### config.mk
export PLATFORM = sky130hd
export DESIGN_NAME = signed_integer_radix_formatter
export DESIGN_NICKNAME = d
export VERILOG_FILES = /design/src/rtl/sirf_pkg.sv /design/src/rtl/signed_integer_radix_formatter.sv
export SDC_FILE = /design/constraint.sdc
export NUM_CORES = 1
export LEC_CHECK = 0
export BUFFER_PORTS_ARGS = -buffer_cell sky130_fd_sc_hd__buf_2
export CORE_UTILIZATION = 67
export CTS_CLUSTER_SIZE = 12
export DETAILED_ROUTE_END_ITERATION = 8
export HOLD_SLACK_MARGIN = 0.06
export PLACE_DENSITY = 0.83
export SLEW_MARGIN = 30
export SYNTH_ARGS = -nofsm -noshare
export SYNTH_HDL_FRONTEND = slang
export SYNTH_SLANG_ARGS = --single-unit
### constraint.sdc
create_clock -name clock -period 11.9 [get_ports clock]
set_input_delay 0.595 -clock clock [delete_from_list [all_inputs] [get_ports clock]]
set_output_delay 0.595 -clock clock [all_outputs]
set_load 0.05 [all_outputs]
### src/rtl/sirf_pkg.sv
// ----------------------------------------------------------------------------
// Signed integer radix formatter package
// Widths, register indexes and symbol codes shared by the formatter and its
// checker.
// ----------------------------------------------------------------------------
package sirf_pkg;

   localparam int unsigned MAX_SYMBOLS_DEFAULT = 16;
   localparam int unsigned MIN_SYMBOLS         = 2;

   localparam int unsigned VALUE_W     = 32;
   localparam int unsigned BYTE_W      = 8;
   localparam int unsigned COUNT_W     = 5;
   localparam int unsigned WORD_W      = 64;
   localparam int unsigned ALPHA_W     = 2 * WORD_W;
   localparam int unsigned DIGIT_W     = 4;
   localparam int unsigned NIBBLES     = VALUE_W / DIGIT_W;
   localparam int unsigned NIB_W       = $clog2(NIBBLES);
   localparam int unsigned MAX_DIGITS  = VALUE_W;
   localparam int unsigned DCNT_W      = $clog2(MAX_DIGITS + 1);
   localparam int unsigned CSR_INDEX_W = 2;

   typedef enum logic [CSR_INDEX_W-1:0] {
      CSR_SYMBOL_COUNT = 2'd0,
      CSR_SYMBOLS_LOW  = 2'd1,
      CSR_SYMBOLS_HIGH = 2'd2
   } csr_index_type;

   localparam logic [BYTE_W-1:0] SYM_PLUS  = 8'h2B;
   localparam logic [BYTE_W-1:0] SYM_MINUS = 8'h2D;
   localparam logic [BYTE_W-1:0] SYM_NUL   = 8'h00;

endpackage

### src/rtl/signed_integer_radix_formatter.sv
// ----------------------------------------------------------------------------
// Signed integer radix formatter
// Writes a signed 32-bit value as text in a radix of 2 to 16 symbols, most
// significant digit first, one byte per cycle on the response port.
// ----------------------------------------------------------------------------
// Usage:
//   A request is taken when start is high and busy is low. Each response byte
//   is shown for one cycle with rsp_strobe high; rsp_last marks the final
//   byte. The receiver cannot stall, so bytes are never held back.
//   The csr channel writes symbol_count, symbols_low and symbols_high; it is
//   always ready and must only be used while busy is low.
// Operation:
//   First the alphabet check, one symbol against all later ones a cycle;
//   then the division: a 4-bit-per-cycle divider walks the 32-bit
//   magnitude one nibble a cycle, and each whole pass gives one digit.
//   Then an optional '-' byte and one byte for each digit. Every byte leaves
//   through an output register in the cycle after the state that makes it,
//   and busy falls in the cycle that shows the final byte.
//   An out-of-range symbol count skips all of this and shows a single zero
//   byte through the fail state and the output register; a failed check
//   shows it the same way after the last check.
// Reset (synchronous, active high) returns the block to idle and clears the
//   configuration registers to zero.
// ----------------------------------------------------------------------------
module signed_integer_radix_formatter #(
   parameter int unsigned MAX_SYMBOLS = sirf_pkg::MAX_SYMBOLS_DEFAULT
) (
   input  logic                                 clock,
   input  logic                                 reset,
   input  logic                                 start,
   output logic                                 busy,
   input  logic signed [sirf_pkg::VALUE_W-1:0]  req_value,
   output logic                                 rsp_strobe,
   output logic        [sirf_pkg::BYTE_W-1:0]   rsp_text_byte,
   output logic                                 rsp_last,
   input  logic                                 csr_valid,
   output logic                                 csr_ready,
   input  logic [sirf_pkg::CSR_INDEX_W-1:0]     csr_index,
   input  logic [sirf_pkg::WORD_W-1:0]          csr_data
);

   localparam int unsigned CountW  = sirf_pkg::COUNT_W;
   localparam int unsigned ValueW  = sirf_pkg::VALUE_W;
   localparam int unsigned ByteW   = sirf_pkg::BYTE_W;
   localparam int unsigned DigitW  = sirf_pkg::DIGIT_W;
   localparam int unsigned NibW    = sirf_pkg::NIB_W;
   localparam int unsigned DcntW   = sirf_pkg::DCNT_W;
   localparam int unsigned Digits  = sirf_pkg::MAX_DIGITS;
   localparam int unsigned ChkW    = MAX_SYMBOLS * ByteW;
   localparam int unsigned DivW    = CountW + DigitW;
   localparam logic [NibW-1:0] NibLast = NibW'(sirf_pkg::NIBBLES - 1);

   typedef enum logic [5:0] {
      ST_IDLE   = 6'b000001,
      ST_CHECK  = 6'b000010,
      ST_DIVIDE = 6'b000100,
      ST_SIGN   = 6'b001000,
      ST_DIGITS = 6'b010000,
      ST_FAIL   = 6'b100000
   } state_type;

   state_type                                state_ff, state_in;
   logic [CountW-1:0]                        count_ff, count_in;
   logic [sirf_pkg::WORD_W-1:0]              sym_low_ff, sym_low_in;
   logic [sirf_pkg::WORD_W-1:0]              sym_high_ff, sym_high_in;
   logic                                     neg_ff, neg_in;
   logic [ValueW-1:0]                        mag_ff, mag_in;
   logic [DigitW-1:0]                        rem_ff, rem_in;
   logic [NibW-1:0]                          nib_ff, nib_in;
   logic [Digits-1:0][DigitW-1:0]            stack_ff, stack_in;
   logic [DcntW-1:0]                         dcnt_ff, dcnt_in;
   logic [ChkW-1:0]                          chk_sym_ff, chk_sym_in;
   logic [MAX_SYMBOLS-1:0]                   chk_mask_ff, chk_mask_in;
   logic                                     bad_ff, bad_in;
   logic                                     rsp_strobe_ff, rsp_strobe_in;
   logic [ByteW-1:0]                         rsp_text_byte_ff, rsp_text_byte_in;
   logic                                     rsp_last_ff, rsp_last_in;

   logic [sirf_pkg::ALPHA_W-1:0]             alphabet;
   logic [ValueW-1:0]                        raw;
   logic [ValueW-1:0]                        mag_load;
   logic [MAX_SYMBOLS-1:0]                   mask_load;
   logic                                     count_bad;
   logic [DivW-1:0]                          div_cur;
   logic [DivW-1:0]                          div_step;
   logic [DigitW-1:0]                        div_q;
   logic [DigitW-1:0]                        div_rem;
   logic [ValueW-1:0]                        mag_shift;
   logic [ByteW-1:0]                         chk_head;
   logic                                     chk_hit;
   logic                                     bad_now;

   assign alphabet  = {sym_high_ff, sym_low_ff};
   assign raw       = req_value;
   assign mag_load  = raw[ValueW-1] ? (~raw + ValueW'(1)) : raw;
   assign count_bad = (count_ff < CountW'(sirf_pkg::MIN_SYMBOLS)) ||
                      (count_ff > CountW'(MAX_SYMBOLS));

   always_comb begin
      for (int j = 0; j < MAX_SYMBOLS; j++) begin
         mask_load[j] = (CountW'(j) < count_ff);
      end
   end

   // Restoring division of the remainder and the next nibble by the radix.
   always_comb begin
      div_cur  = {1'b0, rem_ff, mag_ff[ValueW-1 -: DigitW]};
      div_step = '0;
      div_q    = '0;
      for (int b = DigitW - 1; b >= 0; b--) begin
         div_step = DivW'({{DigitW{1'b0}}, count_ff}) << b;
         if (div_cur >= div_step) begin
            div_cur  = div_cur - div_step;
            div_q[b] = 1'b1;
         end
      end
   end

   assign div_rem   = div_cur[DigitW-1:0];
   assign mag_shift = {mag_ff[ValueW-DigitW-1:0], div_q};

   // The symbol at the bottom of the check register is compared against
   // every symbol still above it, so each pair is seen exactly once.
   assign chk_head = chk_sym_ff[ByteW-1:0];

   always_comb begin
      chk_hit = 1'b0;
      for (int k = 1; k < MAX_SYMBOLS; k++) begin
         if (chk_mask_ff[k] && (chk_sym_ff[k*ByteW +: ByteW] == chk_head)) begin
            chk_hit = 1'b1;
         end
      end
   end

   assign bad_now = chk_mask_ff[0] &&
                    ((chk_head == sirf_pkg::SYM_PLUS) ||
                     (chk_head == sirf_pkg::SYM_MINUS) || chk_hit);

   always_comb begin
      count_in    = count_ff;
      sym_low_in  = sym_low_ff;
      sym_high_in = sym_high_ff;
      if (csr_valid) begin
         case (sirf_pkg::csr_index_type'(csr_index))
            sirf_pkg::CSR_SYMBOL_COUNT: count_in    = csr_data[CountW-1:0];
            sirf_pkg::CSR_SYMBOLS_LOW:  sym_low_in  = csr_data;
            sirf_pkg::CSR_SYMBOLS_HIGH: sym_high_in = csr_data;
            default: ;
         endcase
      end
   end

   always_comb begin
      state_in         = state_ff;
      neg_in           = neg_ff;
      mag_in           = mag_ff;
      rem_in           = rem_ff;
      nib_in           = nib_ff;
      stack_in         = stack_ff;
      dcnt_in          = dcnt_ff;
      chk_sym_in       = chk_sym_ff;
      chk_mask_in      = chk_mask_ff;
      bad_in           = bad_ff;
      rsp_strobe_in    = 1'b0;
      rsp_text_byte_in = rsp_text_byte_ff;
      rsp_last_in      = 1'b0;

      case (state_ff)
         ST_IDLE: begin
            if (start) begin
               neg_in      = raw[ValueW-1];
               mag_in      = mag_load;
               rem_in      = '0;
               nib_in      = '0;
               dcnt_in     = '0;
               chk_sym_in  = alphabet[ChkW-1:0];
               chk_mask_in = mask_load;
               bad_in      = 1'b0;
               state_in    = count_bad ? ST_FAIL : ST_CHECK;
            end
         end
         ST_CHECK: begin
            chk_sym_in  = chk_sym_ff >> ByteW;
            chk_mask_in = chk_mask_ff >> 1;
            bad_in      = bad_ff | bad_now;
            if (!chk_mask_ff[1]) begin
               state_in = (bad_ff | bad_now) ? ST_FAIL : ST_DIVIDE;
            end
         end
         ST_DIVIDE: begin
            mag_in = mag_shift;
            rem_in = div_rem;
            nib_in = (nib_ff == NibLast) ? '0 : nib_ff + NibW'(1);
            if (nib_ff == NibLast) begin
               // A whole pass is done: the remainder is the next digit up.
               rem_in   = '0;
               stack_in = {stack_ff[Digits-2:0], div_rem};
               dcnt_in  = dcnt_ff + DcntW'(1);
               if (mag_shift == '0) begin
                  state_in = neg_ff ? ST_SIGN : ST_DIGITS;
               end
            end
         end
         ST_SIGN: begin
            rsp_strobe_in    = 1'b1;
            rsp_text_byte_in = sirf_pkg::SYM_MINUS;
            state_in         = ST_DIGITS;
         end
         ST_DIGITS: begin
            rsp_strobe_in    = 1'b1;
            rsp_text_byte_in = alphabet[{stack_ff[0], 3'b000} +: ByteW];
            rsp_last_in      = (dcnt_ff == DcntW'(1));
            stack_in         = {{DigitW{1'b0}}, stack_ff[Digits-1:1]};
            dcnt_in          = dcnt_ff - DcntW'(1);
            if (dcnt_ff == DcntW'(1)) begin
               state_in = ST_IDLE;
            end
         end
         ST_FAIL: begin
            rsp_strobe_in    = 1'b1;
            rsp_text_byte_in = sirf_pkg::SYM_NUL;
            rsp_last_in      = 1'b1;
            state_in         = ST_IDLE;
         end
         default: begin
            state_in = ST_IDLE;
         end
      endcase
   end

   always_ff @(posedge clock) begin
      if (reset) begin
         state_ff      <= ST_IDLE;
         count_ff      <= '0;
         sym_low_ff    <= '0;
         sym_high_ff   <= '0;
         rsp_strobe_ff <= 1'b0;
      end else begin
         state_ff      <= state_in;
         count_ff      <= count_in;
         sym_low_ff    <= sym_low_in;
         sym_high_ff   <= sym_high_in;
         rsp_strobe_ff <= rsp_strobe_in;
      end
   end

   always_ff @(posedge clock) begin
      neg_ff           <= neg_in;
      mag_ff           <= mag_in;
      rem_ff           <= rem_in;
      nib_ff           <= nib_in;
      stack_ff         <= stack_in;
      dcnt_ff          <= dcnt_in;
      chk_sym_ff       <= chk_sym_in;
      chk_mask_ff      <= chk_mask_in;
      bad_ff           <= bad_in;
      rsp_text_byte_ff <= rsp_text_byte_in;
      rsp_last_ff      <= rsp_last_in;
   end

   assign busy          = (state_ff != ST_IDLE);
   assign csr_ready     = 1'b1;
   assign rsp_strobe    = rsp_strobe_ff;
   assign rsp_text_byte = rsp_text_byte_ff;
   assign rsp_last      = rsp_last_ff;

endmodule

* Word-level counts from Yosys, hierarchy flattened
Index checks and enable logic that the tools add are counted.
** Word-level totals
- Bits in registers :: 468
- Latch bits :: 0
- RAM bits :: 0
- Memory bits (read-only) :: 0
- Bits of input ports :: 102
- Word-level logic and storage cells :: 204
- Memories :: 0
** Cells by class
- $add $sub $neg :: 8
- Multiply operators :: 0
- Divide/modulo/power cells :: 0
- Order comparisons :: 22
- Equal/unequal tests :: 33
- Shift operators :: 1
- Muxes and demuxes :: 55
- Bitwise logic cells :: 2
- Reductions and logical operators :: 36
** Operators with widths (number)
- $pmux 128 s2 :: 2
- $mux 128 :: 2
- $shiftx 128x8->8 :: 1
- $eq 8x8->1 :: 15
- $mux 32 :: 2
- $pmux 32 s2 :: 1
- $mux 6 :: 9
- $lt 4x5->1 const A :: 8
- $add 32x1->32 const B :: 1
- $logic_not 32->1 :: 1
- $not 32->32 :: 1
- $pmux 16 s2 :: 1
- $pmux 6 s5 :: 1
- $mux 9 :: 3
- $pmux 8 s3 :: 1
- $mux 1 :: 21
- $lt 3x5->1 const A :: 4
- $pmux 6 s3 :: 1
- $eq 8x6->1 const B :: 2
- $logic_and 1x1->1 :: 16
- $mux 16 :: 1
- $reduce_and 2->1 :: 7
- $eq 6x1->1 const B :: 2
- $mux 4 :: 3
- other kinds (38) :: 51

* Logic depth before layout (Yosys ltp)
Gate-level depths: netlist of the first run.
- Word-level depth :: 23
- Depth in mapped cells :: 35
- Gate-level depth less buffers :: 33

* Worst setup path after synthesis of the first run
Ideal clock, no wire load.
- Path type :: register to register
- From :: reg count_ff[1]
- To :: reg stack_ff[0] in the netlist's numbering, data pin
- Arrival :: 7.402 ns
- Required time :: 11.633 ns
- Setup slack :: 4.230 ns
- Cell stages (with the launch flop) :: 33
- Path buffers :: 4
- Clock period less this slack :: 7.670 ns
- Path through :: dfxtp_1 > clkbuf_1 > inv_1 > fa_1 > a211o_1 > and2_1 > or3_1 > buf_6 > mux2_2 > ha_1 > a21oi_1 > a21oi_1 > or2_1 > clkbuf_1 > a2111oi_4 > mux2i_1 > ha_1 > inv_1 > o21ai_0 > a21oi_1 > o21ai_0 > a21oi_1 > o311ai_4 > mux2i_1 > ha_1 > a21o_1 > a21o_1 > a21o_1 > a21o_1 > or3_1 > buf_2 > a21oi_1 > o31ai_2
** RTL lines
- from (decl) :: RTL line signed_integer_radix_formatter.sv:63 : logic [CountW-1:0] count_ff, count_in;
- from (signal assigned) :: RTL line signed_integer_radix_formatter.sv:240 : count_ff <= count_in;
- to (signal assigned) :: RTL line signed_integer_radix_formatter.sv:252 : stack_ff <= stack_in;
- to (decl) :: RTL line signed_integer_radix_formatter.sv:70 : logic [Digits-1:0][DigitW-1:0] stack_ff, stack_in;

==> reports/metrics.cfg, run 1 <==
[logic_synthesis]
synth-compound-area-share_pct = 7.68
synthAdderAreaFrac_pct = 1.75
syn_area_um2 = 23200
synth_top_area_share_pct = 42.4
synthMuxAreaShare_pct = 4.56
synth-main-ff-cell = edfxtp_1
synthArstFlopShare_pct = 0
synth.distinct_cells = 73
yosysWarningCount = 0
ys_seq_elements = 468
postSynthAreaPerCell_um2 = 9.38
yosysTopAreaCell = edfxtp_1
synth-xor-area-share_pct = 5.97
yosys-top-cells-area = edfxtp_1, nand2_1, dfxtp_1, xor2_1, mux4_2
syn_nets = 2600
netlist_instances = 2468
synth_edf_count = 327
synth-simple-area-share_pct = 22.6
ys_seq_area_share_pct = 54.6
synth_top_family_by_area = simple AND/OR/NAND/NOR gates

[sta]
worst_pin_slew_ps = 1010
fin_crit_sh_pct = 75.8
setup_viol = 0
skew_ps = 52.2
final-hold-violation-count = 0
rsz0062_at_grt = false
drv_slew = 0
finalCriticalPeriod_ps = 9020
clock.fmax_mhz = 111
fin_ws_ps = 2880
tns_ps = 0
max-slew-margin-rel_pct = 32.6
holdWs_ps = 235

[worst_setup_path]
cpPeakStageDelay_ps = 640
worstSetupPathType = flip-flop to flip-flop
cp_slowest_cell = dfxtp_1
cp_max_fo = 13
critical_path.most_common_cell = a21oi_1
cp-start-kind = flip-flop
cp-end-kind = flip-flop
worstPathRequired_ps = 12180
arrival_ps = 9300

[floorplanning]
rows = 67
io_pins = 114
coreArea_um2 = 33800
die_y_um = 188
initial_utilization_pct = 68.6
dieArea_um2 = 35300
die_w_um = 188

[clocking]
root_buffer = clkbuf_16
cts_setup_buffers = 0
post_cts_resized = 0
clkTransAtPathRegs_ps = 60
clock_latency_ps = 610
cts.sinks = 468
max-clock-path-buffers = 3
holdBufCountCts = 0
cts_tree = yes
cts_buffers = 48
htreeDepth = 2

[placement]
io_buffer_count = 112
dp_slack_ps = 3020
gp_congestion = 0.896
dp.cells = 2898
hpwl_um = 40400

[final_layout]
drive_gt1_share_pct = 10.6
fin_cells = 2988
nets = 2634
final_util_pct = 75.4
n_fill_cell = 2289
antennaDiodeCount = 0
syn_to_final_growth_pct = 9.91
seq_area_um2 = 12600
multi_input_comb_area_um2 = 9910

[global_route]
grt.overflow.total = 0
gr-usage-all-layers_pct = 34.7
first_global_vias = 17400
grt_pass1_wl_um = 95100
grt_antenna_before_repair = 2
grt_max_degree = 127

[power]
power_density_nw_per_um2 = 162
p_leak_nw = 9.96
max-vdd-ir-drop_v = 0.000121

[run_status]
status = finished, final reports clean

[routing]
vias = 18200
wl_per_cell_um = 20.3
drt_iter0_markers = 2103
postRouteWirelength_um = 60800
drcViolationCount = 0
ant_nets = 0
drtPass1Iterations = 6
viasPerCell = 6.08

[run]
cap_violations = 0

[min_path]
min_path_type = input port to flip-flop

==> worst max-delay path, delay by kind of cell (launching register included) <==
family | cells | cell delay (ps)
mux | 2 | 710
buf+inv | 3 | 490
flops | 1 | 640
fa+ha+maj | 4 | 1480
compound gates | 17 | 4230
simple gates | 4 | 1130
==> final cells by class <==
type / instances / area share (%)
inverter: 23 / 0.339
multi-input combinational: 1827 / 38.9
tap: 448 / 2.20
sequential: 468 / 49.7
timing repair buffer: 134 / 2.92
clock inverter: 8 / 0.442
clock buffer: 80 / 5.51
==> metrics by stage <==
step / total power, W / instance area [µm²]
final: 0.00413 / 25500
after global routing: 0.00426 / 25500
after CTS: 0.00412 / 25400
after detailed placement: 0.00267 / 23900
after global placement: 0.00265 / 23900
after floorplan: 0.00248 / 23200
==> cell usage in the layout (no fill, tap or decap), types with 23 or more instances in the layout <==
master,instances
dfxtp_1,141
mux4_2,40
inv_1,23
clkbuf_1,25
nor2_1,58
a21oi_1,165
o21ai_0,56
edfxtp_1,327
nor3_1,23
clkbuf_16,49
xor2_1,133
xnor2_1,25
nand2_1,1055
buf_2,111
nor4_1,27
ha_1,26
==> report_power, final <==
part | internal (W) | switching, W | leakage, nW
Clock | 0.000830 | 0.000638 | 0.732
Combinational | 0.000251 | 0.000416 | 5.01
Sequential | 0.00188 | 0.000111 | 4.23
==> per-layer routing <==
| metal | part of all wire, % | wire length, µm | vias to the layer above | global-route usage, % |
|---|---|---|---|---|
| met2 | 45 | 27300 | 907 | 52.7 |
| met3 | 11 | 6610 | 142 | 8.25 |
| li1 | - | - | 8426 | - |
| met5 | 0.020 | 12 | - | 0.137 |
| met4 | 3.3 | 1990 | 2 | 12.1 |
| met1 | 41 | 24800 | 8677 | 48.9 |
==> cells in the mapped netlist (all sizes together), types with 11 or more instances <==
cell type and number:
a21oi 165, a31oi 14, and2 22, buf 19
clkbuf 131, dfxtp 141, edfxtp 327, ha 26
inv 23, mux4 40, nand2 1057, nand2b 13
nand3 16, nand4 20, nor2 61, nor3 24
nor4 27, o21ai 60, o31ai 11, xnor2 25
xor2 133
==> state kept, by name, summed over array words and instances, names as in the netlist <==
register and count:
rem_ff 4, sym_low_ff 64, mag_ff 32, bad_ff 1
rsp_last 1, chk_mask_ff 16, rsp_strobe 1, nib_ff 3
state_ff 6, rsp_text_byte 8, stack_ff 128, neg_ff 1
count_ff 5, chk_sym_ff 128, sym_high_ff 64, dcnt_ff 6
==> cell families (layout without fill, tap and decap cells) <==
group,after synthesis,in the layout
adders and majority gates,30,30
and+or+nand+nor,1283,1283
buffers and inverters,173,245
DFF,468,468
other,1,1
xor gates and xnor gates,158,158
muxes,54,54
AOI/OAI and AO/OA,301,301
==> path summary, 6_finish.rpt <==
path	from	endpoint	slack, ps	cells after the start
max	count_ff[1]$_SDFFE_PP0P_	stack_ff[2]$_DFFE_PP_	2880	30
min	csr_data[52]	sym_low_ff[52]$_SDFFE_PP0P_	240	3
max reg2reg	count_ff[1]$_SDFFE_PP0P_	stack_ff[2]$_DFFE_PP_	2880	30
min reg2reg	neg_ff$_DFFE_PP_	state_ff[3]$_SDFFE_PP0P_	470	1
No activity file was read; power rests on OpenSTA's default activity.
==> run 2: changes to the inputs <==
- CORE_UTILIZATION: 67 -> 62
- PLACE_DENSITY: 0.83 -> 0.77
- clock period: 11.9 -> 8.95 ns (I/O delays scaled with it)
==> reports/metrics.cfg, run 2 (synthesis results as in run 1) <==
[final_layout]
mostFrequentLayoutCells = nand2_1, edfxtp_1, a21oi_1, dfxtp_1, xor2_1
drive_gt1_share_pct = 11.2  ; +0.65 points
nets = 2644  ; +0.38%
n_fill_cell = 2732  ; +19%
final_common_cell = nand2_1
stdcell_area_um2 = 25700  ; +0.84%
syn_to_final_growth_pct = 10.8
largest_registers = chk_sym_ff (128), stack_ff (128)

[worst_setup_path]
worstPathRequired_ps = 9360  ; -2820 ps
reg2regPathDepth = 30  ; unchanged
cp-end-kind = flip-flop
rrSetupSlack_ps = 700  ; -2180 ps
cp-start-kind = flip-flop
arrival_ps = 8660  ; -640 ps
startpoint = count_ff[2]$_SDFFE_PP0P_
r2r_end = rem_ff[0]$_SDFFCE_PN0P_
critical_path.most_common_cell = a21oi_1
rr_startpoint = count_ff[2]$_SDFFE_PP0P_
worstSetupPathType = flip-flop to flip-flop
cp_max_fo = 13  ; unchanged
cpPeakStageDelay_ps = 500  ; -140 ps
cp_slowest_cell = or3_1

[floorplanning]
io_pins = 114  ; unchanged
die_y_um = 195  ; +3.9%
dieArea_um2 = 38100  ; +8.0%
initial_utilization_pct = 63.1  ; -5.4 points
coreArea_um2 = 36700  ; +8.6%
rows = 70  ; +4.5%
die_w_um = 195  ; +3.9%

[global_route]
grt_max_degree = 116  ; -8.7%
grt_antenna_before_repair = 1  ; -1
grt_pass1_wl_um = 94700  ; -0.44%
first_global_vias = 17100  ; -1.8%
gr-usage-all-layers_pct = 32.2  ; -2.4 points
grt.overflow.total = 0  ; unchanged

[clocking]
cts.sinks = 468  ; unchanged
htreeDepth = 2  ; unchanged
root_buffer = clkbuf_16
clock_latency_ps = 610  ; about the same
cts_tree = yes
max-clock-path-buffers = 3  ; unchanged
clkTransAtPathRegs_ps = 60  ; about the same
holdBufCountCts = 0  ; unchanged
cts_buffers = 49  ; +2.1%

[sta]
drv_slew = 0  ; unchanged
clock.fmax_mhz = 121  ; +9.3%
final-hold-violation-count = 0  ; unchanged
worst_pin_slew_ps = 1020  ; +4.01 ps
setup_viol = 0  ; unchanged
max-slew-margin-rel_pct = 32.3  ; -0.27 points
tns_ps = 0  ; unchanged
fin_crit_sh_pct = 92.1  ; +16 points
skew_ps = 32.3  ; -19.9 ps
rsz0062_at_grt = false
finalCriticalPeriod_ps = 8250  ; -769 ps

[placement]
hpwl_um = 40900  ; +1.2%
placed_area_um2 = 24000  ; +0.47%
io_buffer_count = 112  ; unchanged
gp_congestion = 0.915  ; +2.1%

[run_status]
status = finished, final reports clean

[routing]
postRouteWirelength_um = 60900  ; +0.20%
drcViolationCount = 0  ; unchanged
wl_per_cell_um = 20.1  ; -0.96%
ant_nets = 0  ; unchanged
drtPass1Iterations = 6  ; unchanged
viasPerCell = 5.98  ; -1.6%
vias = 18100  ; -0.42%
drt_iter0_markers = 2150  ; +2.2%

[min_path]
min_from = csr_data[44]
hold_path_end = sym_high_ff[44]$_SDFFE_PP0P_
min_path_type = input port to flip-flop
hold_depth = 3  ; unchanged

[power]
power_density_nw_per_um2 = 218  ; +34%
max-vdd-ir-drop_v = 0.000182  ; +51%
p_leak_nw = 10.1  ; +0.98%

[run]
cap_violations = 0  ; unchanged

[run 2: stage by stage]
stage	utilization, %	instances	hold WS, ps	total power [W]	worst slack (ps)
after floorplan	-	2468	442	0.00330	1280
after global placement	65.4	2926	454	0.00355	558
after detailed placement	65.5	2927	463	0.00357	430
after CTS	69.9	3019	60.8	0.00560	331
after global routing	69.9	3021	88.3	0.00579	179
final	70.0	3023	85.0	0.00560	703
[run 2: final cells by class]
type                            count  area (µm²)  share of cell area [%]
Multi-Input combinational cell   1827        9910                    38.6
Sequential cell                   468       12600                    49.3
Antenna cell                        2        5.00                  0.0195
Clock buffer                       85        1520                    5.93
Clock inverter                      7        98.8                   0.385
Inverter                           23        86.3                   0.336
Timing Repair Buffer              143         816                    3.18
Tap cell                          468         586                    2.28
[run 2: routing by layer]
layer  global-route usage [%]  up-vias  part of all wire (%)
met5                        0        -                     0
met4                     9.10        0                   2.3
met3                     6.30       87                   9.7
met2                     49.2      812                    45
met1                     47.1     8723                    43
li1                         -     8455                     -
[run 2: where the power goes]
part	leakage [nW]	total (W)	switching [W]	internal (W)
combinational	5.05	0.000909	0.000557	0.000351
sequential	4.23	0.00264	0.000139	0.00251
clock	0.788	0.00205	0.000862	0.00118
total	10.1	0.00560	0.00156	0.00404
[run 2: worst max path at each step]
stage | depth (start not counted) | to | slack, ps
floorplan | 32 | stack_ff[0]$_DFFE_PP_ | 1280
global placement | 29 | stack_ff[0]$_DFFE_PP_ | 560
detailed placement | 29 | stack_ff[0]$_DFFE_PP_ | 430
CTS | 29 | rem_ff[0]$_SDFFCE_PN0P_ | 330
global route | 30 | rem_ff[0]$_SDFFCE_PN0P_ | 180
finish | 30 | rem_ff[0]$_SDFFCE_PN0P_ | 700
[run 2: critical path: cells and delay by family (launching register included)]
kind | cells | cell delay (ps)
buffers and inverters | 3 | 460
muxes | 3 | 960
AOI/OAI and AO/OA | 15 | 3310
DFF | 1 | 450
and+or+nand+nor | 5 | 1440
adders and majority gates | 4 | 1390
[run 2: what timing repair did]
| item | in CTS | in global routing |
|---|---|---|
| setup endpoints to repair | 0 | 11 |
| setup buffers | 0 | 2 |
| resized for setup | 0 | 2 |
| hold endpoints to repair | 0 | 0 |
